### src/hdl/pldm_ram.sv
// Generic single-write, single-read RAM with registered read data.
// No dependencies.
module pldm_ram #(
    parameter int WIDTH = 16,
    parameter int DEPTH = 33
) (
    input  logic                             clk,
    input  logic                             we,
    input  logic [$clog2(DEPTH)-1:0]         waddr,
    input  logic [WIDTH-1:0]                 wdata,
    input  logic                             re,
    input  logic [$clog2(DEPTH)-1:0]         raddr,
    output logic [WIDTH-1:0]                 rdata
);

    logic [WIDTH-1:0] mem_reg [0:DEPTH-1];
    logic [WIDTH-1:0] rdata_reg;

    always_ff @(posedge clk)
    begin
        if (we)
        begin
            mem_reg[waddr] <= wdata;
        end
        if (re)
        begin
            rdata_reg <= mem_reg[raddr];
        end
    end

    assign rdata = rdata_reg;

endmodule

### config.mk
export PLATFORM = sky130hd
export DESIGN_NAME = pldm_ram
export DESIGN_NICKNAME = d
export VERILOG_FILES = /design/src/hdl/pldm_ram.sv
export SDC_FILE = /design/constraint.sdc
export NUM_CORES = 1
export LEC_CHECK = 0
export BUFFER_PORTS_ARGS = -buffer_cell sky130_fd_sc_hd__buf_2
export CORE_ASPECT_RATIO = 0.8
export CORE_MARGIN = 1.5
export CORE_UTILIZATION = 45
export CTS_CLUSTER_DIAMETER = 150
export DETAILED_ROUTE_END_ITERATION = 10
export GPL_TIMING_DRIVEN = 0
export SYNTH_ARGS = -nofsm -noshare
export SYNTH_HDL_FRONTEND = slang
export SYNTH_SLANG_ARGS = --single-unit
### constraint.sdc
create_clock -name clk -period 2.15 [get_ports clk]
set_clock_uncertainty 0.15 [all_clocks]
set_input_delay 0.43 -clock clk [delete_from_list [all_inputs] [get_ports clk]]
set_output_delay 0.43 -clock clk [all_outputs]
set_load 0.005 [all_outputs]
=== Word level (Yosys, flattened, before mapping) ===
Memories as Yosys holds them, arrays and structs flattened. A register that Yosys moved wholly into a read port is not among the register bits.
Index checks and enable logic that the tools add are counted.

* Multipliers: 0
* Muxes and demuxes: 2
* Bitwise operators: 0
* Add/subtract/negate cells: 0
* Reduce and logical (&&, ||, !) cells: 0
* Equality and inequality tests: 0
* Shift-type cells: 0
* Div/mod/pow operators: 0
* $lt $le $gt $ge: 0

{| class="wikitable"
|+ Operator list
! kind !! number
|-
| two-way mux 1 bit || 2
|}

* Memory bits (read-only): 0
* Input bits: 31
* Word-level logic and storage cells: 3
* Bits in registers: 0
* RAM bits: 528
* Output and inout bits: 16
* Bits in latches: 0
* Memories kept: 1

{| class="wikitable"
|+ Memories
! name !! depth !! width !! read ports !! clocked after memory_dff !! write ports !! RTL line !! text
|-
| mem_reg || 33 || 16 || 1 || 1 || 1 || 16 || <nowiki>logic [WIDTH-1:0] mem_reg [0:DEPTH-1];</nowiki>
|}

=== Longest topological paths before layout ===
* Depth in word-level cells: 2
* Depth in mapped cells: 8
* Depth with buffers taken out: 5

=== Worst setup path before layout ===
No wires, ideal clock.

* Path type: input to register
* Start: in waddr[2]
* End: mem mem_reg[25][0] (enable)
* Library setup time: 388 ps
* Cell stages on the path: 2
* Data required time: 1612 ps
* Arrival: 1658 ps
* Setup slack: -46 ps
* Path buffers: 0
* Path through: or3b_2 nor2_1

{| class="wikitable"
|+ RTL lines
! what !! RTL line !! text
|-
| start, declared || 9 || <nowiki>input logic [$clog2(DEPTH)-1:0] waddr,</nowiki>
|-
| end, declared || 16 ||
|}

Straight into the memory's write port.

==> results.md <==
- Grt ovf: 0
- DIE WIDTH: 246 um
- Pwr dens: 853 nW/um^2
- Clock power frac: 37.8%
- Initial antenna violation count: 2
- Vias in the first global route: 10600
- Relative slew slack: 39.6%
- FF-to-FF End: rdata[4]$_DFFE_PP_
- Initial Util: 46.0%
- Largest net degree at the start of global routing: 34
- CTS tree: done
- Worst-path fanout max: 10
- Failing checks: setup timing
- DRT Wirelength: 54600 um
- 1st-iter DRT viols: 1316
- Sw frac: 21.6%
- Max FFs per register: 528
- Final worst path period need: 2.16 ns
- Gpl congestion: 0.899
- Final worst path period share: 101%
- P&R area growth vs syn: 16.7%
- Max_cap viols: 0
- First-pass GRT wire length: 76200 um
- Crit-path max cell delay: 0.72 ns
- Most frequent cells in the layout: edfxtp_1, mux2i_1, a22oi_1
- Reg clk slew, reported paths: 0.06 ns
- Post-DP HPWL: 35700 um
- CTS H-tree lvls: 2
- Worst Setup SP: raddr[4]
- Post-Syn Nets: 1163
- Vias: 11200
- Syn avg cell area: 18.8 um^2
- Lkg Pwr: 8.49 nW
- Worst Hold Class: in2reg
- CTS max path bufs: 3
- Die area: 48500 um^2
- Most common cell after layout, fill and taps aside: edfxtp_1
- Crit path required time: 2.36 ns
- R2r worst-path depth: 5
- Root buffer cell: clkbuf_16
- Post-place setup slack: -1.42 ns
- Count of final setup violators: 2
- Clock Sinks: 544
- Hold_buf cts: 0
- Nets: 1292
- FP Rows: 70
- Share of cells above drive strength 1: 22.4%
- Number of remaining DRC errors: 0
- Util after Layout: 53.7%
- Critical path launch point type: input pin
- Crit Path Class: in2reg
- FF-to-FF Start: mem_reg[0][4]$_DFFE_PP_
- Register share of total power: 55.8%
- Yosys warns: 0
- Worst vdd ir: 0.689 mV
- Worst reg2reg setup slack: 0.09 ns
- Core Area: 46200 um^2
- Synth unique cells: 27
- Hold Vio Cnt, Final: 0
- Last element of the critical path: rdata[9]$_DFFE_PP_
- Total GRT Usage: 22.6%
- Status: finished with violations
- Int Pwr: 0.0166 W
- Worst Tran Pin Value: 0.905 ns
- Antenna Nets Post-Route: 0
- DR WL/cell: 28.6 um
- Worst hold stages: 2
- Number of synthesized register bits: 544
- Slowest stage cell, crit path: clkbuf_1
- Cells after Synth: 1132
- Postcts setup bufs: 0
- Num ports: 47
- Number of CTS-inserted buffers: 50
- Clock latency on the worst-skew pair: 0.57 ns
- Worst-path cell chain: buf_2, or2_2, buf_1, clkbuf_1, o22ai_2, o41ai_4
- Port Buffer Count: 45
- Sequential share of the synthesized area: 76.9%
- Die Y: 197 um
- Worst path arrival time: 2.38 ns
- F_max: 463 MHz
- Synth Cell Area: 21200 um^2
- FILL cells: 3545
- Fin worst setup slack: -0.0120 ns
- CP Capture Type: register
- Drt pass-1 iters: 5
- Comb power frac: 6.3%
- Sw power: 0.00457 W
- Max Slew Vio Count: 0
- Vias per inst: 5.87
[final cells by class]
class / instances / area (um^2) / share of cell area (%)
Sequential cell: 544 / 16300 / 65.9
Multi-Input combinational cell: 522 / 4860 / 19.6
Clock buffer: 68 / 1340 / 5.41
Timing Repair Buffer: 77 / 843 / 3.40
Tap cell: 612 / 766 / 3.09
Buffer: 66 / 529 / 2.14
Clock inverter: 20 / 91.3 / 0.369
Antenna cell: 2 / 5.00 / 0.0202
[power groups by stage]
| stage | Sequential (W) | Clock [W] | Combinational [W] |
|---|---|---|---|
| detailed placement | 0.0120 | 0 | 0.00123 |
| floorplan | 0.0120 | 0 | 0.000631 |
| finish | 0.0118 | 0.00800 | 0.00134 |
| CTS | 0.0118 | 0.00811 | 0.00129 |
| global placement | 0.0120 | 0 | 0.00119 |
| global route | 0.0118 | 0.00850 | 0.00139 |
[kinds of logic (layout without fill, tap and decap cells)]
family                 Yosys count  in the layout  synth area share [%]
muxes                          256            256                  12.1
and+or+nand+nor                 74             74                  1.55
AOI/OAI and AO/OA              192            192                  7.31
other                            0              2                     0
DFF                            544            544                  76.9
buffers and inverters           66            231                  2.13
[what timing repair did]
action | 4_1_cts | 5_1_grt
pin swaps | 2 | 8
gates resized for setup | 69 | 36
setup endpoints to repair | 16 | 15
endpoints found under the hold margin | 0 | 0
[worst min-delay path by stage]
stage,startpoint,endpoint,slack (ns)
2_1_floorplan,mem_reg[32][0]$_DFFE_PP_,rdata[0]$_DFFE_PP_,0.34
4_1_cts,raddr[5],rdata[0]$_DFFE_PP_,0.13
5_1_grt,raddr[5],rdata[0]$_DFFE_PP_,0.14
3_5_place_dp,mem_reg[32][8]$_DFFE_PP_,rdata[8]$_DFFE_PP_,0.36
6_report,raddr[5],rdata[0]$_DFFE_PP_,0.14
3_3_place_gp,mem_reg[32][8]$_DFFE_PP_,rdata[8]$_DFFE_PP_,0.36
[worst max-delay path: cells and delay by family]
kind / cells / cell delay [ns]
compound gates: 2 / 0.67
buf+inv: 3 / 1.14
simple gates: 1 / 0.13
[per-layer routing]
metal / wire length, um / vias up / global-route usage, %
li1: - / 4896 / -
met1: 24400 / 5743 / 34.4
met2: 23700 / 501 / 32.7
met3: 4960 / 79 / 4.61
met4: 1560 / 2 / 6.70
met5: 3 / - / 0
[per-stage QoR]
stage	hold WS, ns	area [um^2]	setup TNS (ns)	cells	total power (W)
3_3_place_gp	0.362	22200	-469.15	1789	0.0132
5_1_grt	0.142	24800	-0.0215	1910	0.0217
3_5_place_dp	0.360	22900	-69.84	1821	0.0132
2_1_floorplan	0.343	21200	-4.81	1132	0.0126
4_1_cts	0.129	24600	-0.0167	1909	0.0212
6_report	0.138	24800	-0.0147	1911	0.0211
[synthesized netlist by cell type]
master | number | area share [%]
buf_4 | 19 | 0.67
or3_1 | 1 | 0.029
a21oi_1 | 32 | 0.75
buf_12 | 5 | 0.47
a22o_1 | 32 | 1.3
mux2i_1 | 256 | 12
o41ai_1 | 2 | 0.083
o22ai_1 | 16 | 0.47
clkbuf_1 | 27 | 0.48
o41ai_2 | 14 | 1.1
a22oi_1 | 64 | 2.3
nand3b_1 | 4 | 0.14
nand3_1 | 3 | 0.071
nand2_1 | 20 | 0.35
or3b_2 | 2 | 0.083
edfxtp_1 | 544 | 77
or2_2 | 1 | 0.029
buf_1 | 5 | 0.088
nand2b_1 | 2 | 0.059
buf_6 | 3 | 0.16
buf_8 | 2 | 0.14
a221oi_1 | 31 | 1.3
nor2b_1 | 4 | 0.12
buf_2 | 5 | 0.12
a221oi_2 | 1 | 0.071
nor2_1 | 36 | 0.64
and2_1 | 1 | 0.029
No activity file was read; power rests on OpenSTA's default activity.
