===== src/hdl/pldm_pkg.sv =====
// Shared widths, codes and beat types for the piecewise linear depth mapper.
// No dependencies; every other file of the block but pldm_ram imports this package.
package pldm_pkg;

    localparam int SAMPLE_BITS = 16;
    localparam int MAX_PIECES  = 32;

    localparam int DEPTH_W   = 16;
    localparam int CNT_W     = 6;
    localparam int CFG_IDX_W = 2;
    localparam int CFG_W     = DEPTH_W;
    localparam int K_W       = (MAX_PIECES > 1) ? $clog2(MAX_PIECES) : 1;
    localparam int N_W       = $clog2(MAX_PIECES + 1);
    localparam int PIV_DEPTH = MAX_PIECES + 1;
    localparam int PIV_AW    = $clog2(PIV_DEPTH);
    localparam int X_W       = DEPTH_W + N_W;
    localparam int KD_W      = DEPTH_W + K_W;

    localparam int QS_PER_STG = 4;
    localparam int Q_STG      = (DEPTH_W + QS_PER_STG - 1) / QS_PER_STG;

    localparam int U_W   = DEPTH_W + 2;
    localparam int DP_W  = DEPTH_W + 1;
    localparam int PB_W  = 2 * DEPTH_W + 2;
    localparam int T1_W  = U_W + N_W + 1;
    localparam int T2_W  = T1_W + DP_W;
    localparam int A_W   = T2_W + 2;
    localparam int DD_W  = 2 * DEPTH_W;
    localparam int DEN_W = DD_W + 1;
    localparam int NUM_W = A_W + SAMPLE_BITS;
    localparam int REM_W = DEN_W + SAMPLE_BITS;

    localparam logic [SAMPLE_BITS-1:0] OUT_MAX = '1;

    typedef enum logic {
        OP_MAP   = 1'b0,
        OP_PIVOT = 1'b1
    } op_t;

    typedef enum logic [CFG_IDX_W-1:0] {
        CFG_MIN_DEPTH   = 2'd0,
        CFG_MAX_DEPTH   = 2'd1,
        CFG_PIECE_COUNT = 2'd2,
        CFG_LOW_QUALITY = 2'd3
    } cfg_index_t;

    typedef struct packed {
        logic [DEPTH_W-1:0] lo;
        logic [DEPTH_W-1:0] d;
        logic [N_W-1:0]     n;
        logic               span_bad;
        logic               low_quality;
    } cfg_t;

    typedef struct packed {
        logic               valid;
        op_t                op;
        logic [CNT_W-1:0]   idx;
        logic [DEPTH_W-1:0] val;
        logic [DEPTH_W-1:0] s;
        logic               neg;
        logic [X_W-1:0]     x;
        logic [K_W-1:0]     k;
    } find_t;

    typedef struct packed {
        logic               valid;
        logic [DEPTH_W-1:0] s;
        logic [KD_W-1:0]    kd;
        logic [DEPTH_W-1:0] p0;
        logic [DEPTH_W-1:0] p1;
    } fetch_t;

    typedef struct packed {
        logic                  valid;
        logic signed [A_W-1:0] a;
        logic [DD_W-1:0]       dd;
    } lin_t;

endpackage


===== src/hdl/pldm_interp.sv =====
// Piece start division and the interpolation products up to the scaled numerator term.
// Depends on pldm_pkg.
module pldm_interp
    import pldm_pkg::*;
(
    input  logic   clk,
    input  logic   rst_n,
    input  logic   adv,
    input  cfg_t   cfg,
    input  fetch_t in_beat,
    output lin_t   out_beat
);

    typedef struct packed {
        logic               valid;
        logic [DEPTH_W-1:0] s;
        logic [DEPTH_W-1:0] p0;
        logic [DEPTH_W-1:0] p1;
        logic [N_W:0]       rem;
        logic [DEPTH_W-1:0] low;
    } dv_t;

    typedef struct packed {
        logic                   valid;
        logic signed [U_W-1:0]  u;
        logic signed [DP_W-1:0] dp;
        logic signed [PB_W-1:0] pb;
    } us_t;

    typedef struct packed {
        logic                   valid;
        logic signed [T1_W-1:0] t1;
        logic signed [DP_W-1:0] dp;
        logic signed [PB_W-1:0] pb;
    } t1s_t;

    typedef struct packed {
        logic                   valid;
        logic signed [T2_W-1:0] t2;
        logic signed [PB_W-1:0] pb;
    } t2s_t;

    function automatic dv_t div_step(dv_t a, logic [N_W-1:0] n);
        dv_t          r;
        logic [N_W:0] t;
        r = a;
        for (int i = 0; i < QS_PER_STG; i++)
        begin
            t     = {r.rem[N_W-1:0], r.low[DEPTH_W-1]};
            r.low = {r.low[DEPTH_W-2:0], 1'b0};
            if (t >= {1'b0, n})
            begin
                t        = t - {1'b0, n};
                r.low[0] = 1'b1;
            end
            r.rem = t;
        end
        return r;
    endfunction

    dv_t  dv_init;
    dv_t  dv_reg  [0:Q_STG-1];
    dv_t  dv_next [0:Q_STG-1];
    us_t  us_reg, us_next;
    t1s_t t1_reg, t1_next;
    t2s_t t2_reg, t2_next;
    lin_t lin_reg, lin_next;

    always_comb
    begin
        dv_init.valid = in_beat.valid;
        dv_init.s     = in_beat.s;
        dv_init.p0    = in_beat.p0;
        dv_init.p1    = in_beat.p1;
        dv_init.rem   = (N_W+1)'(in_beat.kd[KD_W-1:DEPTH_W]);
        dv_init.low   = in_beat.kd[DEPTH_W-1:0];
        dv_next[0]    = div_step(dv_init, cfg.n);
    end

    genvar j;
    generate
        for (j = 1; j < Q_STG; j++)
        begin : g_div
            always_comb
            begin
                dv_next[j] = div_step(dv_reg[j-1], cfg.n);
            end
        end

        for (j = 0; j < Q_STG; j++)
        begin : g_dreg
            always_ff @(posedge clk or negedge rst_n)
            begin
                if (!rst_n)
                begin
                    dv_reg[j].valid <= 1'b0;
                end
                else if (adv)
                begin
                    dv_reg[j] <= dv_next[j];
                end
            end
        end
    endgenerate

    always_comb
    begin
        us_next.valid = dv_reg[Q_STG-1].valid;
        us_next.u     = $signed({2'b00, dv_reg[Q_STG-1].s}) - $signed({2'b00, cfg.lo})
                        - $signed({2'b00, dv_reg[Q_STG-1].low});
        us_next.dp    = $signed({1'b0, dv_reg[Q_STG-1].p1})
                        - $signed({1'b0, dv_reg[Q_STG-1].p0});
        us_next.pb    = $signed({1'b0, cfg.d})
                        * ($signed({1'b0, dv_reg[Q_STG-1].p0}) - $signed({1'b0, cfg.lo}));

        t1_next.valid = us_reg.valid;
        t1_next.t1    = $signed(us_reg.u) * $signed({1'b0, cfg.n});
        t1_next.dp    = us_reg.dp;
        t1_next.pb    = us_reg.pb;

        t2_next.valid = t1_reg.valid;
        t2_next.t2    = $signed(t1_reg.t1) * $signed(t1_reg.dp);
        t2_next.pb    = t1_reg.pb;

        lin_next.valid = t2_reg.valid;
        lin_next.a     = (A_W'($signed(t2_reg.t2)) <<< 1) + (A_W'($signed(t2_reg.pb)) <<< 1)
                         + A_W'($signed({1'b0, cfg.d}));
        lin_next.dd    = DD_W'(cfg.d) * DD_W'(cfg.d);
    end

    always_ff @(posedge clk or negedge rst_n)
    begin
        if (!rst_n)
        begin
            us_reg.valid  <= 1'b0;
            t1_reg.valid  <= 1'b0;
            t2_reg.valid  <= 1'b0;
            lin_reg.valid <= 1'b0;
        end
        else if (adv)
        begin
            us_reg  <= us_next;
            t1_reg  <= t1_next;
            t2_reg  <= t2_next;
            lin_reg <= lin_next;
        end
    end

    assign out_beat = lin_reg;

endmodule


===== config.mk =====
export PLATFORM = sky130hd
export DESIGN_NAME = pldm_interp
export DESIGN_NICKNAME = d
export VERILOG_FILES = /design/src/hdl/pldm_pkg.sv /design/src/hdl/pldm_interp.sv
export SDC_FILE = /design/constraint.sdc
export NUM_CORES = 2
export LEC_CHECK = 0
export ABC_AREA = 1
export BUFFER_PORTS_ARGS = -buffer_cell sky130_fd_sc_hd__buf_2
export CAP_MARGIN = 20
export CORE_ASPECT_RATIO = 0.75
export CORE_MARGIN = 2
export CORE_UTILIZATION = 65
export CTS_CLUSTER_SIZE = 28
export DETAILED_ROUTE_END_ITERATION = 7
export PLACE_DENSITY = 0.85
export SETUP_SLACK_MARGIN = 0.4
export SLEW_MARGIN = 15
export SYNTH_ARGS = -nofsm -noshare
export SYNTH_HDL_FRONTEND = slang
export SYNTH_SLANG_ARGS = --single-unit

===== constraint.sdc =====
create_clock -name clk -period 8.3 [get_ports clk]
set_clock_uncertainty 0.15 [all_clocks]
set_input_delay 0.83 -clock clk [delete_from_list [all_inputs] [get_ports clk]]
set_output_delay 0.83 -clock clk [all_outputs]
set_load 0.05 [all_outputs]

[Word-level counts from Yosys, hierarchy flattened]
Index checks and enable logic that the tools add are counted.
Cells by class
  add/subtract/negate cells: 21
  $mul: 4
  order comparisons: 16
  multiplexer cells: 31
  reductions and logical operators: 1
Operator list (count)
  >= comparator 7 x 6 -> 1 bit: 15
  2-to-1 mux 6 bit: 15
  subtractor 6 bit: 15
  subtractor 16 x 16 -> 17 bit: 3
  adder 43 x 35 -> 44 bit: 1
  adder 44 x 17 -> 44 bit: 1
  multiplier 25 x 17 -> 42 bit: 1
  multiplier 17 x 17 -> 34 bit: 1
  multiplier 16 x 16 -> 32 bit: 1
  multiplier 18 x 7 -> 25 bit: 1
  subtractor 17 x 17 -> 18 bit: 1
  2-to-1 mux 1 bit: 16
  >= comparator 6 bit: 1
  AND reduction 2 bit: 1
Storage, ports and cells
  bits in registers: 579
  bits of input ports: 113
  output and inout bits: 77
  word-level logic and storage cells: 110

[Logic depth before layout (Yosys ltp)]
  depth in word-level cells: 8
  gate-level depth with buffers: 44
  mapped depth without buffers: 42

[Worst setup path after synthesis]
No wires, ideal clock.
  path type: input-to-reg
  start point: input port adv
  end point: register dv_reg (netlist bit dv_next[100]) (enable)
  library setup time: 0.916 ns
  arrival time: 12.372 ns
  required time: 7.234 ns
  slack: -5.138 ns
  cell stages on the path: 4
  path buffers: 2
  path through: clkbuf_1 clkbuf_1 nand2_1 inv_1
Between the ends
  cells in the longest elaborated chain, start to end: 1
RTL lines
  start, declared: RTL line pldm_interp.sv:8  | input logic adv,
  AND reduction 2 bit (no source line)
  end signal, assigned by index: RTL line pldm_interp.sv:100  | dv_reg[j] <= dv_next[j];
  end, declared: RTL line pldm_interp.sv:62  | dv_t dv_reg [0:Q_STG-1];
No other way between the ends.
A chain may end at the register's enable or synchronous reset.

==> results_dict.tcl <==
set metrics [dict create \
    tightestPinTransition_ps 1140 \
    antenna_found_initial 3 \
    placementRows 100 \
    drv_cap 0 \
    synth_top_cell_area_share_pct 27.7 \
    ctsLongestPathBuffers 3 \
    fin_crit_ps 7560 \
    path_clk_slew_ps 60 \
    drive_gt1_share_pct 6.93 \
    ys_seq_elements 577 \
    seqCellArea_um2 17300 \
    end_kind "flip-flop" \
    pin_count 190 \
    synth_edf_count 569 \
    cp-start-kind "flip-flop" \
    rrSetupSlack_ps 740 \
    syn_nets 8629 \
    buffer_ports.inserted 186 \
    crit_slowest_cell "fa_1" \
    largest_register_ff_count 183 \
    initial_core_util_pct 65.6 \
    multi_input_area_um2 40900 \
    status "finished, final reports clean" \
    synth_ff_type "edfxtp_1" \
    synth_cell_types 61 \
    n_fill_cell 7253 \
    dr_total_vias 47901 \
    rsz0062_at_grt "false" \
    fp.dieW_um 369 \
    yosys-top-cells-count "1647 x inv_1, 1414 x nand2_1, 899 x fa_1" \
    hpwl_mm 129 \
    clock.fmax_mhz 132 \
    synth.avg_cell_area_um2 9.27 \
    post_drt_wl_per_cell_um 18.6 \
    ant_nets 0 \
    nets 8781 \
    clock_latency_ps 660 \
    critical_path.max_stage_delay_ps 550 \
    drt_iter0_drc 4333 \
    cp.required_ps 8510 \
    dr.pass1.iters 6 \
    routabilityCongestion 0.988 \
    grt_max_degree 163 \
    ys_seq_area_share_pct 26.6 \
    ctsHtreeMaxLevel 2 \
    grt_overflow 0 \
    root_buffer "clkbuf_16" \
    numCtsBuffers 59 \
    setup_viol 0 \
    die_h_um 278 \
    grt_pass1_vias 50257 \
    drcViolationCount 0 \
    viasPerCell 5.61 \
    grt_pass1_wl_mm 259 \
    synthToLayoutAreaGrowth_pct 7.07 \
    hold_class "in -> reg" \
    synth_warnings 0 \
    clkSinkCount 577 \
    core_um2 99200 \
    synth.area.top_cells "fa_1 28%, edfxtp_1 26%, ha_1 12%" \
    crit_top_cell "nand2_1" \
    post-synth-top-area-cell "fa_1" \
    syn_inst 7014 \
    yosysMostFrequentCell "inv_1" \
    worst-path-max-fanout 9 \
    drv_slew 0 \
    drt-total-wl_mm 159 \
    cts_tree "yes" \
    criticalPathCategory "reg -> reg" \
    cp_data_arrival_time_ps 7770 \
    slew-limit-headroom_pct 23.9 \
    async_flop_share_pct 1.39 \
    hold_viol_final 0 \
    synth_area_um2 65000 \
    fin_crit_sh_pct 91.1 \
    hold-worst-slack_ps 189 \
    grt_util_all_layers_pct 31.9 \
    dieArea_um2 103000 \
]
final timing paths:
kind                                        from                       end  cells past startpoint
max                         dv_reg[41]$_DFFE_PP_     t1_next[33]$_DFFE_PP_                     30
min                                  in_beat[10]    dv_next[177]$_DFFE_PP_                      1
max reg2reg                 dv_reg[41]$_DFFE_PP_     t1_next[33]$_DFFE_PP_                     30
min reg2reg                t1_next[20]$_DFFE_PP_      t1_reg[20]$_DFFE_PP_                      0
max in group asynchronous                  rst_n  dv_next[143]$_DFFE_PN0P_                      2
min in group asynchronous                  rst_n  dv_next[215]$_DFFE_PN0P_                      2
metrics by stage:
stage	area, µm²	setup WS (ps)	cells	util (%)	setup TNS, ps
floorplan	65100	-1980	7014	-	-1125530
global placement	67600	398	8426	68.1	0
detailed placement	67600	230	8426	68.1	0
CTS	69500	592	8538	70.1	0
global route	69600	385	8542	70.2	0
finish	69600	742	8544	70.2	0
critical path: cells and delay by family (launching register included):
kind	cells	cell delay, ps
fa+ha+maj	8	3740
simple gates	11	1380
compound gates	4	760
buf+inv	6	640
flops	1	460
xor+xnor	1	120
timing repair:
| item | in CTS | in global routing |
|---|---|---|
| hold buffers | 1 | 0 |
| endpoints found under the hold margin | 8 | 0 |
| setup endpoints to repair | 0 | 14 |
| gates resized for setup | 0 | 11 |
| setup buffers | 0 | 1 |
routing by layer:
| layer | vias to the layer above | share of wire, % | track usage [%] |
|---|---|---|---|
| li1 | 22032 | - | - |
| met1 | 23196 | 41 | 44.7 |
| met2 | 2311 | 45 | 50.0 |
| met3 | 360 | 10 | 6.78 |
| met4 | 2 | 3.3 | 10.1 |
| met5 | - | 0.0057 | 0 |
kinds of logic after synthesis:
| group | count (synthesis) | synth area share [%] |
|---|---|---|
| other | 1 | 0.00577 |
| adders and majority gates | 1502 | 39.3 |
| xor gates and xnor gates | 257 | 3.46 |
| buffers and inverters | 1836 | 10.6 |
| AOI/OAI and AO/OA | 628 | 5.55 |
| DFF | 577 | 26.6 |
| and+or+nand+nor | 2213 | 14.5 |
layout by cell type, fill, tap and decap left out, drive strengths merged, types with 171 or more instances in the layout:
master / Yosys / final
fa: 899 / 899
buf: 14 / 272
ha: 603 / 603
inv: 1647 / 1652
a21oi: 312 / 312
nand3: 240 / 240
o21ai: 171 / 171
edfxtp: 569 / 569
nor2: 357 / 357
nand2: 1432 / 1432
layout make-up:
cell class	instances	share of cell area [%]
sequential	577	24.8
tap	1326	2.38
multi-input combinational	4601	58.7
inverter	1654	8.92
clock buffer	74	2.23
antenna	2	0.00719
clock inverter	37	0.588
timing repair buffer	273	2.35
Power is not shown: default switching activity piles up to over one toggle a cycle in this logic, so the estimate is an artifact.
