`config.mk`:
```
export PLATFORM = sky130hd
export DESIGN_NAME = pldm_piece_find
export DESIGN_NICKNAME = d
export VERILOG_FILES = /design/src/hdl/pldm_pkg.sv /design/src/hdl/pldm_piece_find.sv
export SDC_FILE = /design/constraint.sdc
export NUM_CORES = 1
export LEC_CHECK = 0
export ABC_AREA = 1
export BUFFER_PORTS_ARGS = -buffer_cell sky130_fd_sc_hd__buf_2
export CORE_UTILIZATION = 55
export CTS_CLUSTER_DIAMETER = 150
export DETAILED_ROUTE_END_ITERATION = 8
export GPL_TIMING_DRIVEN = 0
export PLACE_DENSITY = 0.71
export SLEW_MARGIN = 20
export SYNTH_ARGS = -nofsm -noshare
export SYNTH_HDL_FRONTEND = slang
export SYNTH_SLANG_ARGS = --single-unit
export TNS_END_PERCENT = 100
```
`constraint.sdc`:
```
create_clock -name clk -period 6.51 [get_ports clk]
set_input_delay 0.9765 -clock clk [delete_from_list [all_inputs] [get_ports clk]]
set_output_delay 0.9765 -clock clk [all_outputs]
set_load 0.05 [all_outputs]
```
`src/hdl/pldm_pkg.sv`:
```
// Shared widths, codes and beat types for the piecewise linear depth mapper.
// No dependencies; every other file of the block but pldm_ram imports this package.
package pldm_pkg;

    localparam int SAMPLE_BITS = 16;
    localparam int MAX_PIECES  = 32;

    localparam int DEPTH_W   = 16;
    localparam int CNT_W     = 6;
    localparam int CFG_IDX_W = 2;
    localparam int CFG_W     = DEPTH_W;
    localparam int K_W       = (MAX_PIECES > 1) ? $clog2(MAX_PIECES) : 1;
    localparam int N_W       = $clog2(MAX_PIECES + 1);
    localparam int PIV_DEPTH = MAX_PIECES + 1;
    localparam int PIV_AW    = $clog2(PIV_DEPTH);
    localparam int X_W       = DEPTH_W + N_W;
    localparam int KD_W      = DEPTH_W + K_W;

    localparam int QS_PER_STG = 4;
    localparam int Q_STG      = (DEPTH_W + QS_PER_STG - 1) / QS_PER_STG;

    localparam int U_W   = DEPTH_W + 2;
    localparam int DP_W  = DEPTH_W + 1;
    localparam int PB_W  = 2 * DEPTH_W + 2;
    localparam int T1_W  = U_W + N_W + 1;
    localparam int T2_W  = T1_W + DP_W;
    localparam int A_W   = T2_W + 2;
    localparam int DD_W  = 2 * DEPTH_W;
    localparam int DEN_W = DD_W + 1;
    localparam int NUM_W = A_W + SAMPLE_BITS;
    localparam int REM_W = DEN_W + SAMPLE_BITS;

    localparam logic [SAMPLE_BITS-1:0] OUT_MAX = '1;

    typedef enum logic {
        OP_MAP   = 1'b0,
        OP_PIVOT = 1'b1
    } op_t;

    typedef enum logic [CFG_IDX_W-1:0] {
        CFG_MIN_DEPTH   = 2'd0,
        CFG_MAX_DEPTH   = 2'd1,
        CFG_PIECE_COUNT = 2'd2,
        CFG_LOW_QUALITY = 2'd3
    } cfg_index_t;

    typedef struct packed {
        logic [DEPTH_W-1:0] lo;
        logic [DEPTH_W-1:0] d;
        logic [N_W-1:0]     n;
        logic               span_bad;
        logic               low_quality;
    } cfg_t;

    typedef struct packed {
        logic               valid;
        op_t                op;
        logic [CNT_W-1:0]   idx;
        logic [DEPTH_W-1:0] val;
        logic [DEPTH_W-1:0] s;
        logic               neg;
        logic [X_W-1:0]     x;
        logic [K_W-1:0]     k;
    } find_t;

    typedef struct packed {
        logic               valid;
        logic [DEPTH_W-1:0] s;
        logic [KD_W-1:0]    kd;
        logic [DEPTH_W-1:0] p0;
        logic [DEPTH_W-1:0] p1;
    } fetch_t;

    typedef struct packed {
        logic                  valid;
        logic signed [A_W-1:0] a;
        logic [DD_W-1:0]       dd;
    } lin_t;

endpackage

```
`src/hdl/pldm_piece_find.sv`:
```
// Entry stage and bit-per-stage search for the piece index of each sample.
// Depends on pldm_pkg.
module pldm_piece_find
    import pldm_pkg::*;
(
    input  logic               clk,
    input  logic               rst_n,
    input  logic               adv,
    input  cfg_t               cfg,
    input  logic               in_valid,
    input  op_t                in_op,
    input  logic [CNT_W-1:0]   in_idx,
    input  logic [DEPTH_W-1:0] in_val,
    input  logic [DEPTH_W-1:0] in_s,
    output find_t              out_beat
);

    find_t              stg_reg  [0:K_W];
    find_t              stg_next [0:K_W];
    logic [DEPTH_W-1:0] diff;

    always_comb
    begin
        diff              = in_s - cfg.lo;
        stg_next[0].valid = in_valid;
        stg_next[0].op    = in_op;
        stg_next[0].idx   = in_idx;
        stg_next[0].val   = in_val;
        stg_next[0].s     = in_s;
        stg_next[0].neg   = (in_s < cfg.lo);
        stg_next[0].x     = X_W'(diff) * X_W'(cfg.n);
        stg_next[0].k     = '0;
    end

    genvar j;
    generate
        for (j = 0; j < K_W; j++)
        begin : g_srch
            logic [K_W-1:0]  cand;
            logic [KD_W-1:0] prod;
            logic            hit;

            always_comb
            begin
                cand = stg_reg[j].k | (K_W'(1) << (K_W - 1 - j));
                prod = KD_W'(cand) * KD_W'(cfg.d);
                hit  = !stg_reg[j].neg && (N_W'(cand) < cfg.n)
                       && (X_W'(prod) <= stg_reg[j].x);
                stg_next[j+1] = stg_reg[j];
                if (hit)
                begin
                    stg_next[j+1].k = cand;
                end
            end
        end

        for (j = 0; j <= K_W; j++)
        begin : g_reg
            always_ff @(posedge clk or negedge rst_n)
            begin
                if (!rst_n)
                begin
                    stg_reg[j].valid <= 1'b0;
                end
                else if (adv)
                begin
                    stg_reg[j] <= stg_next[j];
                end
            end
        end
    endgenerate

    assign out_beat = stg_reg[K_W];

endmodule

```
# After elaboration in Yosys (flattened, before gate mapping)
# Cells that the tools add are included.
[totals]
in_bits = 83
elab_cells = 85
ff_bits = 403
memories = 0
mem_bits_rw = 0
rom_bits = 0
output_inout_bits = 68
latchBits = 0
[classes]
n_bitwise = 0
n_eq_ne = 0
n_mux = 0
n_reduce_logical = 16
n_shift = 0
mul = 5
add_sub_neg = 1
div = 0
magnitude_cmp = 11
[ops]
columns = ["operator", "n"]
rows = [
  ["$le 21x22->1", 4],
  ["$mul 5x16->21", 4],
  ["$lt 5x6->1", 4],
  ["$le 20x22->1", 1],
  ["$mul 16x6->22", 1],
  ["$lt 16x16->1", 1],
  ["$sub 16x16->16", 1],
  ["$logic_and 1x1->1", 10],
  ["$lt 5x6->1 const A", 1],
  ["$logic_not 1->1", 5],
  ["$reduce_and 2->1", 1],
]

# Depth between registers and ports, before layout
[depth]
ltp_word = 3
mapped_depth = 28
depth_no_buf = 27

# Least setup slack after synthesis
# No wires, ideal clock.
[synth_path]
path_kind = "input to register"
from = "input adv"
to = "register stg_reg (netlist bit g_srch[1].cand[4]) (enable)"
setup_ps = 736
arrival_time_ps = 8771
slack_ps = -2997
path_buffers = 1
stages = 3
path_cell_list = "clkbuf_1 -> nand2_1 -> inv_1"
[synth_between]
elab_chain_cells = 1
[synth_rtl]
columns = ["item", "line", "rtl"]
rows = [
  ["from (decl)", "pldm_piece_find.sv:8", "input logic adv,"],
  ["$reduce_and 2->1 (no source line)", "-", ""],
  ["to (signal, indexed assignment)", "pldm_piece_find.sv:67", "stg_reg[j] <= stg_next[j];"],
  ["to (decl)", "pldm_piece_find.sv:18", "find_t stg_reg [0:K_W];"],
]
# Every way passes these cells.
# A chain may end at the register's enable or synchronous reset.

# Worst setup path in the final report
[layout_path]
from = "register stg_reg (netlist bit g_srch[4].cand[4])"
to = "register stg_reg (netlist bit out_beat[0]) (data pin)"
[layout_between]
elab_chain_cells = 3
word_cells_on_any_way = 5
cone_classes = "mul (1); order compare (2); reduce/logical (2)"
[layout_rtl]
columns = ["item", "line", "rtl"]
rows = [
  ["$mul 5x16->21 or $lt 5x6->1 (tied branches)", "pldm_piece_find.sv:46, pldm_piece_find.sv:47", ""],
  ["$le 21x22->1 or $logic_and 1x1->1 (tied branches)", "pldm_piece_find.sv:48, pldm_piece_find.sv:47", ""],
  ["$logic_and 1x1->1 *", "pldm_piece_find.sv:48", "&& (X_W'(prod) <= stg_reg[j].x);"],
  ["net g_srch[4].hit", "pldm_piece_find.sv:41", "logic hit;"],
]
# Mark *: on every way through the listed nets, which the timed path passes. The rest lies on a longest branch.

==> run_results.csv <==
group,metric,value,unit
logic_synthesis,synth-compound-area-share,3.61,%
logic_synthesis,syn_nets,3287,
timing,setup_violations,0,
clock_tree,clkTransAtPathRegs,0.06,ns
route,viasPerCell,5.15,
clock_tree,clockBufferDepth,3,
final_layout,diodes,0,
logic_synthesis,synth_top_family_by_area,"adder cells",
setup_path,rrSetupSlack,0.93,ns
route,first_pass_iters,8,
floorplanning,rows,80,
clock_tree,worstSkewPairLatency,0.58,ns
timing,fin_tns_setup,0,ns
floorplanning,num_io_pins,151,
placement,dp_hpwl,44.2,mm
route,postRouteAntennaNets,0,
timing,rsz0062_at_grt,"false",
logic_synthesis,synthDistinctLibCells,39,
global_routing,grt_pass1_vias,18600,
timing,fin_crit_sh,85.8,%
setup_path,start_kind,"register",
setup_path,path_max_fanout,10,
timing,layout_min_cycle_time,5.58,ns
clock_tree,ctsResizeCount,0,
logic_synthesis,seq_area_frac_synth,44.2,%
setup_path,crit_required,6.92,ns
logic_synthesis,ys_ff_latch,393,
clock_tree,cts_buffers,42,
route,routedWlPerCell,15.4,um
floorplanning,die_h,222,um
placement,placed_cells,3510,
worst_hold_path,holdCritPathClass,"primary input to async pin",
floorplanning,start_util,55.8,%
setup_path,crit_arrival,5.99,ns
logic_synthesis,syn_area,26600,um^2
setup_path,path_class,"register to register",
flow_run,maxCapViolations,0,
clock_tree,cts_tree,"yes",
clock_tree,cts_sinks,393,
global_routing,grt_first_pass_wirelength,90.3,mm
logic_synthesis,synthSimpleGateAreaFrac,15.4,%
power_and_ir_drop,p_leak,0.0151,uW
final_layout,final_cells,3583,
placement,io_buffers,142,
floorplanning,core,47700,um^2
global_routing,grt_max_degree,38,
clock_tree,cts_max_level,2,
setup_path,crit_start,"g_srch[4].cand[4]",
logic_synthesis,synth_warnings,0,
clock_tree,post-cts-setup-buffers,0,
placement,place.gp.congestion,0.884,
final_layout,final_area,29800,um^2
setup_path,endpoint_kind,"register",
floorplanning,die_w,222,um
global_routing,grtUsageTotal,23.0,%
clock_tree,cts-root-buf,"clkbuf_16",
setup_path,crit_top_cell,"nand2_1",
setup_path,max_stage_delay,0.55,ns
route,dr.first_iter.drc_count,1189,
timing,hold_viol,0,
timing,slew-limit-headroom,49.6,%
setup_path,reg2regPathDepth,23,
logic_synthesis,synth_xor_area_share,1.82,%
power_and_ir_drop,peakVddDrop,0.272,mV
logic_synthesis,synth_fa_ha_area_share,25.9,%
placement,place_area,28400,um^2
final_layout,final_nets,3485,
final_layout,syn_to_final_growth,11.9,%
global_routing,gr-total-overflow,0,
timing,fmax,179,MHz
setup_path,r2r_start,"g_srch[4].cand[4]",
floorplanning,dieArea,49300,um^2
logic_synthesis,synthMuxAreaShare,0,%
setup_path,critPathSlowestCell,"fa_1",
global_routing,antenna_found_initial,0,
timing,worst_slew_pin_slew,0.755,ns
route,drc,0,
timing,clock_skew,0.0242,ns
logic_synthesis,syn_inst,2741,
power_and_ir_drop,power.density,325,nW/um^2
route,wirelength,55.3,mm
logic_synthesis,synth.avg_cell_area,9.72,um^2
timing,finalMaxSlewViolations,0,
outcome,status,"complete, no violations",
clock_tree,hold_buffers,0,
setup_path,path_cells,"clkbuf_1, clkbuf_1, nand2_1, fa_1, fa_1, fa_1, inv_1, ha_1, nand2_1, nor2_1, nand3_1, nand3_1, nand2_1, nand3b_1, nand2_1, ha_1, nand2_1, inv_1, nand2_1, nand2_1, a21oi_1, nand3_1, a21oi_1",
final_layout,layout-drive-gt1-share,8.32,%
route,vias,18400,
[stage by stage]
stage | hold slack [ns] | worst slack (ns) | total power (uW) | util (%)
after global placement | 0.400 | -3.25 | 7230 | 58.9
after floorplan | 0.400 | -0.868 | 6330 | -
after CTS | 0.223 | 0.882 | 9780 | 62.4
after global routing | 0.238 | 0.553 | 10500 | 62.4
after detailed placement | 0.405 | 0.421 | 7330 | 59.5
final | 0.247 | 0.925 | 9680 | 62.4
[final timing paths]
kind                                  to
setup reg to reg             out_beat[0]
max in group asynchronous  stg_next[135]
hold reg to reg            stg_next[183]
setup / recovery             out_beat[0]
min in group clk           stg_next[183]
hold / removal             stg_next[271]
[layout by cell type, fill, tap and decap left out, drive strengths merged, types with 2 or more instances in the layout]
| master | n |
|---|---|
| a21o | 11 |
| a21oi | 120 |
| a31oi | 2 |
| and2 | 5 |
| buf | 160 |
| bufinv | 5 |
| clkbuf | 93 |
| clkinv | 14 |
| clkinvlp | 3 |
| dfrtp | 6 |
| edfxtp | 387 |
| fa | 147 |
| ha | 316 |
| inv | 596 |
| nand2 | 697 |
| nand3 | 88 |
| nand3b | 14 |
| nand4 | 13 |
| nor2 | 170 |
| nor3 | 12 |
| nor4 | 8 |
| o2111ai | 3 |
| o21ai | 32 |
| o21bai | 8 |
| or2 | 4 |
| xnor2 | 12 |
| xor2 | 40 |
[layer usage]
metal	part of all wire, %	track usage [%]
met1	43	29.0
met3	4.8	2.90
met4	2.5	6.79
met5	0	0
met2	50	41.3
[cell type report]
type,instances,area (um^2)
Fill cell,3887,18000
Multi-Input combinational cell,1704,12400
Sequential cell,393,11800
Inverter,596,2240
Clock buffer,51,1110
Timing Repair Buffer,154,966
Tap cell,615,769
Clock inverter,22,287
Buffer,48,209
[registers in the layout (all words and copies together) (netlist names)]
register,cells
out_beat,68
g_srch.cand,10
stg_next,315
[worst max-delay path: cells and delay by family, from the launching register on]
family / cells / cell delay (ns)
adders and majority gates: 5 / 2.23
and+or+nand+nor: 12 / 1.40
DFF: 1 / 0.40
buffers and inverters: 4 / 0.92
AOI/OAI and AO/OA: 2 / 0.47
[logic make-up after synthesis]
logic type               count (synthesis)
AO/OA/AOI/OAI                          178
XOR/XNOR                                52
adder cells (fa/ha/maj)                463
buffers and inverters                  644
flip-flops                             393
AND/OR/NAND/NOR                       1011
[power by group]
part | leakage (uW) | internal (uW) | switching (uW) | total [uW]
combinational | 0.0107 | 1500 | 2610 | 4110
clock | 0.000671 | 1420 | 993 | 2410
sequential | 0.00370 | 3080 | 83.1 | 3160
[cells in the mapped netlist (all sizes together)]
library cell / count / area, um^2
ha: 316 / 3950
a31oi: 2 / 12.5
o21ai: 32 / 164
buf: 6 / 30.0
or2: 4 / 25.0
o21bai: 8 / 60.1
nor4: 8 / 50.1
nor2: 170 / 638
clkinv: 2 / 7.51
nand4: 13 / 81.3
xnor2: 12 / 113
a21o: 11 / 82.6
nor3: 12 / 70.1
o21a: 1 / 7.51
edfxtp: 387 / 11600
and2: 5 / 35.0
inv: 594 / 2230
dfrtp: 6 / 150
o2111ai: 3 / 26.3
nand3: 88 / 445
a21oi: 120 / 601
clkbuf: 42 / 158
fa: 147 / 2940
xor2: 40 / 373
nand3b: 14 / 105
nand2: 697 / 2640
o31ai: 1 / 7.51
Power figures use the tool's default switching activity.
