**src/hdl/pldm_pkg.sv**
```systemverilog
// Shared widths, codes and beat types for the piecewise linear depth mapper.
// No dependencies; every other file of the block but pldm_ram imports this package.
package pldm_pkg;

    localparam int SAMPLE_BITS = 16;
    localparam int MAX_PIECES  = 32;

    localparam int DEPTH_W   = 16;
    localparam int CNT_W     = 6;
    localparam int CFG_IDX_W = 2;
    localparam int CFG_W     = DEPTH_W;
    localparam int K_W       = (MAX_PIECES > 1) ? $clog2(MAX_PIECES) : 1;
    localparam int N_W       = $clog2(MAX_PIECES + 1);
    localparam int PIV_DEPTH = MAX_PIECES + 1;
    localparam int PIV_AW    = $clog2(PIV_DEPTH);
    localparam int X_W       = DEPTH_W + N_W;
    localparam int KD_W      = DEPTH_W + K_W;

    localparam int QS_PER_STG = 4;
    localparam int Q_STG      = (DEPTH_W + QS_PER_STG - 1) / QS_PER_STG;

    localparam int U_W   = DEPTH_W + 2;
    localparam int DP_W  = DEPTH_W + 1;
    localparam int PB_W  = 2 * DEPTH_W + 2;
    localparam int T1_W  = U_W + N_W + 1;
    localparam int T2_W  = T1_W + DP_W;
    localparam int A_W   = T2_W + 2;
    localparam int DD_W  = 2 * DEPTH_W;
    localparam int DEN_W = DD_W + 1;
    localparam int NUM_W = A_W + SAMPLE_BITS;
    localparam int REM_W = DEN_W + SAMPLE_BITS;

    localparam logic [SAMPLE_BITS-1:0] OUT_MAX = '1;

    typedef enum logic {
        OP_MAP   = 1'b0,
        OP_PIVOT = 1'b1
    } op_t;

    typedef enum logic [CFG_IDX_W-1:0] {
        CFG_MIN_DEPTH   = 2'd0,
        CFG_MAX_DEPTH   = 2'd1,
        CFG_PIECE_COUNT = 2'd2,
        CFG_LOW_QUALITY = 2'd3
    } cfg_index_t;

    typedef struct packed {
        logic [DEPTH_W-1:0] lo;
        logic [DEPTH_W-1:0] d;
        logic [N_W-1:0]     n;
        logic               span_bad;
        logic               low_quality;
    } cfg_t;

    typedef struct packed {
        logic               valid;
        op_t                op;
        logic [CNT_W-1:0]   idx;
        logic [DEPTH_W-1:0] val;
        logic [DEPTH_W-1:0] s;
        logic               neg;
        logic [X_W-1:0]     x;
        logic [K_W-1:0]     k;
    } find_t;

    typedef struct packed {
        logic               valid;
        logic [DEPTH_W-1:0] s;
        logic [KD_W-1:0]    kd;
        logic [DEPTH_W-1:0] p0;
        logic [DEPTH_W-1:0] p1;
    } fetch_t;

    typedef struct packed {
        logic                  valid;
        logic signed [A_W-1:0] a;
        logic [DD_W-1:0]       dd;
    } lin_t;

endpackage

```
**src/hdl/pldm_scale_div.sv**
```systemverilog
// Rescale to output range: restoring division, a quotient bit per stage, clamp, optional halve.
// Depends on pldm_pkg.
module pldm_scale_div
    import pldm_pkg::*;
(
    input  logic                   clk,
    input  logic                   rst_n,
    input  logic                   adv,
    input  cfg_t                   cfg,
    input  lin_t                   in_beat,
    output logic                   res_valid,
    output logic [SAMPLE_BITS-1:0] res_data
);

    typedef struct packed {
        logic             valid;
        logic             neg;
        logic [NUM_W-1:0] num;
        logic [DEN_W-1:0] den;
    } nm_t;

    typedef struct packed {
        logic                   valid;
        logic                   neg;
        logic                   sat;
        logic [REM_W-1:0]       rem;
        logic [SAMPLE_BITS-1:0] q;
        logic [DEN_W-1:0]       den;
    } qd_t;

    nm_t                    nm_reg, nm_next;
    qd_t                    qd_reg  [0:SAMPLE_BITS];
    qd_t                    qd_next [0:SAMPLE_BITS];
    logic [SAMPLE_BITS-1:0] res;

    always_comb
    begin
        nm_next.valid = in_beat.valid;
        nm_next.neg   = in_beat.a[A_W-1];
        nm_next.num   = {in_beat.a, {SAMPLE_BITS{1'b0}}} - NUM_W'($unsigned(in_beat.a));
        nm_next.den   = {in_beat.dd, 1'b0};

        qd_next[0].valid = nm_reg.valid;
        qd_next[0].neg   = nm_reg.neg;
        qd_next[0].sat   = (nm_reg.num >= NUM_W'({nm_reg.den, {SAMPLE_BITS{1'b0}}}));
        qd_next[0].rem   = nm_reg.num[REM_W-1:0];
        qd_next[0].q     = '0;
        qd_next[0].den   = nm_reg.den;
    end

    genvar j;
    generate
        for (j = 0; j < SAMPLE_BITS; j++)
        begin : g_qbit
            logic [REM_W-1:0] dsh;

            always_comb
            begin
                dsh          = REM_W'(qd_reg[j].den) << (SAMPLE_BITS - 1 - j);
                qd_next[j+1] = qd_reg[j];
                if (qd_reg[j].rem >= dsh)
                begin
                    qd_next[j+1].rem                   = qd_reg[j].rem - dsh;
                    qd_next[j+1].q[SAMPLE_BITS - 1 - j] = 1'b1;
                end
            end
        end

        for (j = 0; j <= SAMPLE_BITS; j++)
        begin : g_qreg
            always_ff @(posedge clk or negedge rst_n)
            begin
                if (!rst_n)
                begin
                    qd_reg[j].valid <= 1'b0;
                end
                else if (adv)
                begin
                    qd_reg[j] <= qd_next[j];
                end
            end
        end
    endgenerate

    always_ff @(posedge clk or negedge rst_n)
    begin
        if (!rst_n)
        begin
            nm_reg.valid <= 1'b0;
        end
        else if (adv)
        begin
            nm_reg <= nm_next;
        end
    end

    always_comb
    begin
        priority if (cfg.span_bad || qd_reg[SAMPLE_BITS].neg)
        begin
            res = '0;
        end
        else if (qd_reg[SAMPLE_BITS].sat)
        begin
            res = OUT_MAX;
        end
        else
        begin
            res = qd_reg[SAMPLE_BITS].q;
        end
        if (cfg.low_quality)
        begin
            res = res >> 1;
        end
    end

    assign res_valid = qd_reg[SAMPLE_BITS].valid;
    assign res_data  = res;

endmodule

```
**config.mk**
```make
export PLATFORM = sky130hd
export DESIGN_NAME = pldm_scale_div
export DESIGN_NICKNAME = d
export VERILOG_FILES = /design/src/hdl/pldm_pkg.sv /design/src/hdl/pldm_scale_div.sv
export SDC_FILE = /design/constraint.sdc
export NUM_CORES = 2
export LEC_CHECK = 0
export ABC_AREA = 1
export CORE_MARGIN = 5
export CORE_UTILIZATION = 25
export CTS_BUF_LIST = sky130_fd_sc_hd__clkbuf_8
export CTS_CLUSTER_DIAMETER = 60
export DETAILED_ROUTE_END_ITERATION = 6
export DONT_BUFFER_PORTS = 1
export GPL_TIMING_DRIVEN = 0
export PLACE_DENSITY = 0.36
export SYNTH_ARGS = -nofsm -noshare
export SYNTH_HDL_FRONTEND = slang
export SYNTH_SLANG_ARGS = --single-unit
```
**constraint.sdc**
```tcl
create_clock -name clk -period 4.5 [get_ports clk]
set_input_delay 1.35 -clock clk [delete_from_list [all_inputs] [get_ports clk]]
set_output_delay 1.35 -clock clk [all_outputs]
set_load 0.1 [all_outputs]
```
# ---- After elaboration in Yosys (flattened, before gate mapping)
# Cells that the tools add are included.
dict set report op_classes {
  add_sub_neg 16
  order_cmp 17
  n_mux 18
  n_reduce_logical 2
}
# cell count
set ops {}
lappend ops {{49-bit two-way mux} 14}
lappend ops {{60-bit by 49-bit >= comparator with 1-bit output} 1}
lappend ops {{60-bit by 44-bit subtractor with 60-bit output} 1}
lappend ops {{50-bit two-way mux} 1}
lappend ops {{49-bit by 33-bit >= comparator with 1-bit output} 1}
lappend ops {{49-bit by 34-bit >= comparator with 1-bit output} 1}
lappend ops {{49-bit by 35-bit >= comparator with 1-bit output} 1}
lappend ops {{49-bit by 36-bit >= comparator with 1-bit output} 1}
lappend ops {{49-bit by 37-bit >= comparator with 1-bit output} 1}
lappend ops {{49-bit by 38-bit >= comparator with 1-bit output} 1}
lappend ops {{49-bit by 39-bit >= comparator with 1-bit output} 1}
lappend ops {{49-bit by 40-bit >= comparator with 1-bit output} 1}
lappend ops {{49-bit by 41-bit >= comparator with 1-bit output} 1}
lappend ops {{49-bit by 42-bit >= comparator with 1-bit output} 1}
lappend ops {{49-bit by 43-bit >= comparator with 1-bit output} 1}
lappend ops {{49-bit by 44-bit >= comparator with 1-bit output} 1}
lappend ops {{49-bit by 45-bit >= comparator with 1-bit output} 1}
lappend ops {{49-bit by 46-bit >= comparator with 1-bit output} 1}
lappend ops {{49-bit by 47-bit >= comparator with 1-bit output} 1}
lappend ops {{49-bit by 48-bit >= comparator with 1-bit output} 1}
lappend ops {{49-bit by 34-bit subtractor with 49-bit output} 1}
lappend ops {{49-bit by 35-bit subtractor with 49-bit output} 1}
lappend ops {{49-bit by 36-bit subtractor with 49-bit output} 1}
lappend ops {{49-bit by 37-bit subtractor with 49-bit output} 1}
lappend ops {{14 further kinds} 16}
dict set report word_totals {
  register_bits 1577
  out_inout_bits 17
  wordCells 171
}

# ---- Logic depth before layout (Yosys ltp)
dict set report logic_depth {
  ltp_word 3
  depth_mapped 18
}

# ---- Least setup slack after synthesis
# Ideal clock, no wire load.
dict set report synth_timing {
  kind {in2reg}
  start {input port adv}
  end {register qd_reg (netlist bit g_qbit[0].dsh[16]), enable pin}
  arrival_ns 32.026
  required_ns 2.610
  setup_slack_ns -29.417
  cell_stages 4
  path_cell_list {clkbuf_1 -> clkbuf_1 -> nand2_1 -> inv_1}
}
dict set report synth_between {
  elab_chain_len 1
}
# element line
set synth_lines {}
lappend synth_lines {{start, declared} pldm_scale_div.sv:8} ;# input logic adv,
lappend synth_lines {{2-bit AND reduction (no source line)} -}
lappend synth_lines {{end signal, assigned by index} pldm_scale_div.sv:79} ;# qd_reg[j] <= qd_next[j];
lappend synth_lines {{end, declared} pldm_scale_div.sv:32} ;# qd_t qd_reg [0:SAMPLE_BITS];
# Every way passes these cells.
# A chain may end at the register's enable or synchronous reset.

# ---- Worst setup path after layout
dict set report layout_timing {
  start {input port cfg[0] (netlist bit)}
  end {output port res_data[12]}
}
dict set report layout_between {
  elab_chain_len 1
}
# element line
set layout_lines {}
lappend layout_lines {{start, declared} pldm_scale_div.sv:9} ;# input cfg_t cfg,
lappend layout_lines {{16-bit two-way mux} pldm_scale_div.sv:111} ;# if (cfg.low_quality)
lappend layout_lines {{end, declared} pldm_scale_div.sv:12} ;# output logic [SAMPLE_BITS-1:0] res_data
# Every way passes these cells.

==> key figures <==
Power
  – Cell Int Power: 0.02737 W
  – PwrDens: 337.3 nW/um2
  – Sw power: 0.01372 W
  – Sw frac: 0.3338
  – Gate power share: 0.214
  – Seq pwr share: 0.442
  – Leakage: slightly below 60 nW
  – Clock share of power: 0.344
  – VDD IR max: 0.2331 mV

Worst setup path
  – Reg2reg setup slack: roughly 0.40 ns
  – Worst Path Arrival: a little over 3 ns
  – Crit path max-delay family: buffers and inverters
  – CP bufs+invs: 2
  – Critical path endpoint category: output port
  – Critical path type: input pin to output port
  – Worst path cell trace: clkinv_1 > clkdlybuf4s15_2 > mux2i_4
  – CP required: 3.15 ns
  – Slowest CP cell: mux2i_4
  – Worst path max stage delay: 0.82 ns
  – Critical Path Start Type: input pin
  – CP Max Fanout: 10

STA
  – Final worst-path cycle share: 0.9818
  – Fin worst setup slack: 0.08210 ns
  – Worst-Margin Slew: approximately 1.5 ns
  – Sum Neg Setup Slack: 0 ns
  – Final Skew: 0.06525 ns
  – Post-route minimum period: 4.418 ns
  – Worst slew margin: -0.02664
  – Fmax: about 230 MHz
  – Final hold vios: 0
  – RSZ-0062 raised after global routing: false
  – Fin. max-slew vios: 2
  – Setup violators final: 0

Layout
  – FILL cells: 47686
  – Fraction of layout cells with a size suffix above 1: 0.05016
  – Max reg flops: about 800
  – Nets: 15766
  – Area grow syn2layout: 13.21%

Synthesis
  – Post-synth EDFFs: 1559
  – Post-synthesis sequential area ratio: 0.4393
  – Synthesized area per cell: 7.322 um2
  – Synthesis warning total: 0
  – Top cell type's share of synthesized area: 0.4351
  – Post-Syn Instances: 14696
  – Mapped Nets: ~15000
  – Ys async rst share: 0.01141
  – Top cell type by total area after synthesis: edfxtp_1
  – Post-synth cell types: 53
  – #FFs+latches synth: 1577
  – Largest cells by area after synthesis: edfxtp_1 44%, nand2_1 21%, inv_1 10%
  – Main synth FF type: edfxtp_1
  – Area of the mapped netlist: 107600 um2

Clock tree
  – Post-CTS Setup Bufs: 0
  – Root buffer cell: clkbuf_8
  – Num Clock Sinks: 1577
  – H-Tree Level Count: 5
  – Clock transition at the registers of the reported paths: approximately 0.05 ns
  – Total CTS buffers: 313
  – CTS Buffer Depth: 4
  – Worst-skew pair later-pin latency: 1.07 ns
  – CTS tree: done

Status
  – Failing checks: capacitance limit, slew limit
  – Outcome: finished with violations

Die
  – Die ar.: roughly 440000 um2
  – Chip width: roughly 670 um
  – Cell Rows: ~240
  – Core Region: ~430000 um2
  – Initial Utilization: 0.2502
  – Die Height: 666.0 um
  – Io pins: 137

Placement
  – DP HPWL: 359400 um
  – DP Worst Slack: -0.9666 ns
  – PortBufs: 0
  – RePlAce Congestion: 0.9007

Job
  – Max-Cap Viols: 1

Drt
  – DRC viols: 0
  – Post-Route WL: 426000 um
  – DR iter-0 viols: ~7300
  – Routed wire per std cell: between 20 and 25 um
  – Via count: slightly above 90000
  – ANT nets after route: 0
  – Vias per inst: about 4.4
  – Router iterations before antenna repair: 6

GRT
  – Overflow after GRT: 0
  – Number of global-route vias before repair: 87177
  – First-pass GRT wire length: slightly above 600000 um
  – Pin count of the biggest net entering global routing: 43
  – Total Routing Usage GR: 0.1861
  – Initial antenna violation count: 23

Hold path
  – Min-delay worst type: flip-flop to flip-flop
-- kinds of logic (layout without fill, tap and decap cells) --
| group | count (synthesis) | count (layout) | synth area share |
|---|---|---|---|
| compound gates | 718 | 718 | 0.03654 |
| buf+inv | 3049 | 3645 | 0.1113 |
| xor+xnor | 303 | 303 | 0.02466 |
| flops | 1577 | 1577 | 0.4393 |
| simple gates | 8449 | 8449 | 0.3177 |
| other cells | 0 | 17 | 0 |
| mux | 12 | 12 | 0.001116 |
| fa+ha+maj | 588 | 588 | 0.06942 |
-- routing by layer --
| metal | GRT usage | vias up | wire length [um] |
|---|---|---|---|
| met5 | 0 | - | 23 |
| met1 | 0.2734 | 42513 | 210700 |
| met3 | 0.02077 | 370 | 19490 |
| met4 | 0.03211 | 4 | 6804 |
| met2 | 0.2965 | 2031 | 189000 |
| li1 | - | 46669 | - |
-- final timing paths --
kind	startpoint	endpoint	cells after the start
setup reg to reg	g_qbit[7].dsh[9]	qd_reg[866]	13
hold / removal	qd_next[145]	qd_next[44]	0
hold reg to reg	qd_next[145]	qd_next[44]	0
setup / recovery	cfg[0]	res_data[12]	3
min in group asynchronous	rst_n	nm_reg[94]	1
max in group asynchronous	rst_n	qd_next[807]	1
-- power by group through the flow --
stage / Combinational (W) / Sequential (W) / Clock, W
after floorplan: 0.00586 / 0.0185 / 0
after global placement: 0.00866 / 0.0195 / 0
after detailed placement: 0.00874 / 0.0185 / 0
after CTS: 0.00879 / 0.0182 / 0.0149
after global routing: 0.00988 / 0.0182 / 0.0156
final: 0.00879 / 0.0181 / 0.0142
-- cell usage after synthesis, types with 4 or more instances --
cell         n
a21o_1       6
a21oi_1    454
a21oi_2     37
and2_1      27
and3_1       7
buf_2       34
buf_4       22
buf_6       50
clkbuf_1     6
clkinv_1     5
dfrtp_1     18
edfxtp_1  1559
fa_1        15
ha_1       573
inv_1     2898
inv_2       30
mux2i_1     12
nand2_1   5914
nand2_2     21
nand2_4      4
nand3_1    772
nand3_2     12
nand3b_1    89
nand4_1    170
nor2_1    1193
nor2_2      35
nor2_4       9
nor3_1     145
nor3_2       5
nor3b_1      6
nor4_1      20
o211ai_1     4
o21a_1       8
o21ai_0    146
o21ai_1      8
o21ai_2     13
o21bai_1    37
or2_2       12
xnor2_1     31
xor2_1     272
-- metrics by stage --
step / hold WS, ns / utilization / total power [W] / area [um2] / std cells
after floorplan: 0.4003 / - / 0.02440 / 107600 / 14696
after global placement: 0.4012 / 0.2669 / 0.02815 / 114800 / 20406
after detailed placement: 0.4045 / 0.2692 / 0.02721 / 115700 / 20451
after CTS: 0.2295 / 0.2832 / 0.04188 / 121800 / 21001
after global routing: 0.2768 / 0.2832 / 0.04365 / 121800 / 21014
final: 0.3854 / 0.2833 / 0.04109 / 121800 / 21019
-- area by class of cell --
class | instances | area [um2] | area share
Antenna cell | 17 | 42.54 | 0.0003492
Buffer | 115 | 979.7 | 0.008043
Clock buffer | 320 | 4404 | 0.03616
Clock inverter | 229 | 1476 | 0.01212
Inverter | 2934 | 11020 | 0.09046
Multi-Input combinational cell | 10070 | 48550 | 0.3985
Sequential cell | 1577 | 47270 | 0.3880
Tap cell | 5710 | 7144 | 0.05865
Timing Repair Buffer | 46 | 925.9 | 0.007601
Timing Repair inverter | 1 | 5.005 | 0.00004109
-- timing repair --
item,in CTS,in global routing
resized for setup,18,1
endpoints found under the hold margin,18,0
setup endpoints to repair,16,14
hold buffers,1,0
cloned,0,1
-- cell usage in the layout, fill, tap and decap left out, types with 170 or more instances in the layout --
cell / n
edfxtp_1: 1559
nand4_1: 170
xor2_1: 272
nand3_1: 772
nand2_1: 5914
a21oi_1: 454
nor2_1: 1191
clkbuf_8: 321
inv_1: 2975
ha_1: 573
Note: power is estimated with default switching activity, not from simulation.
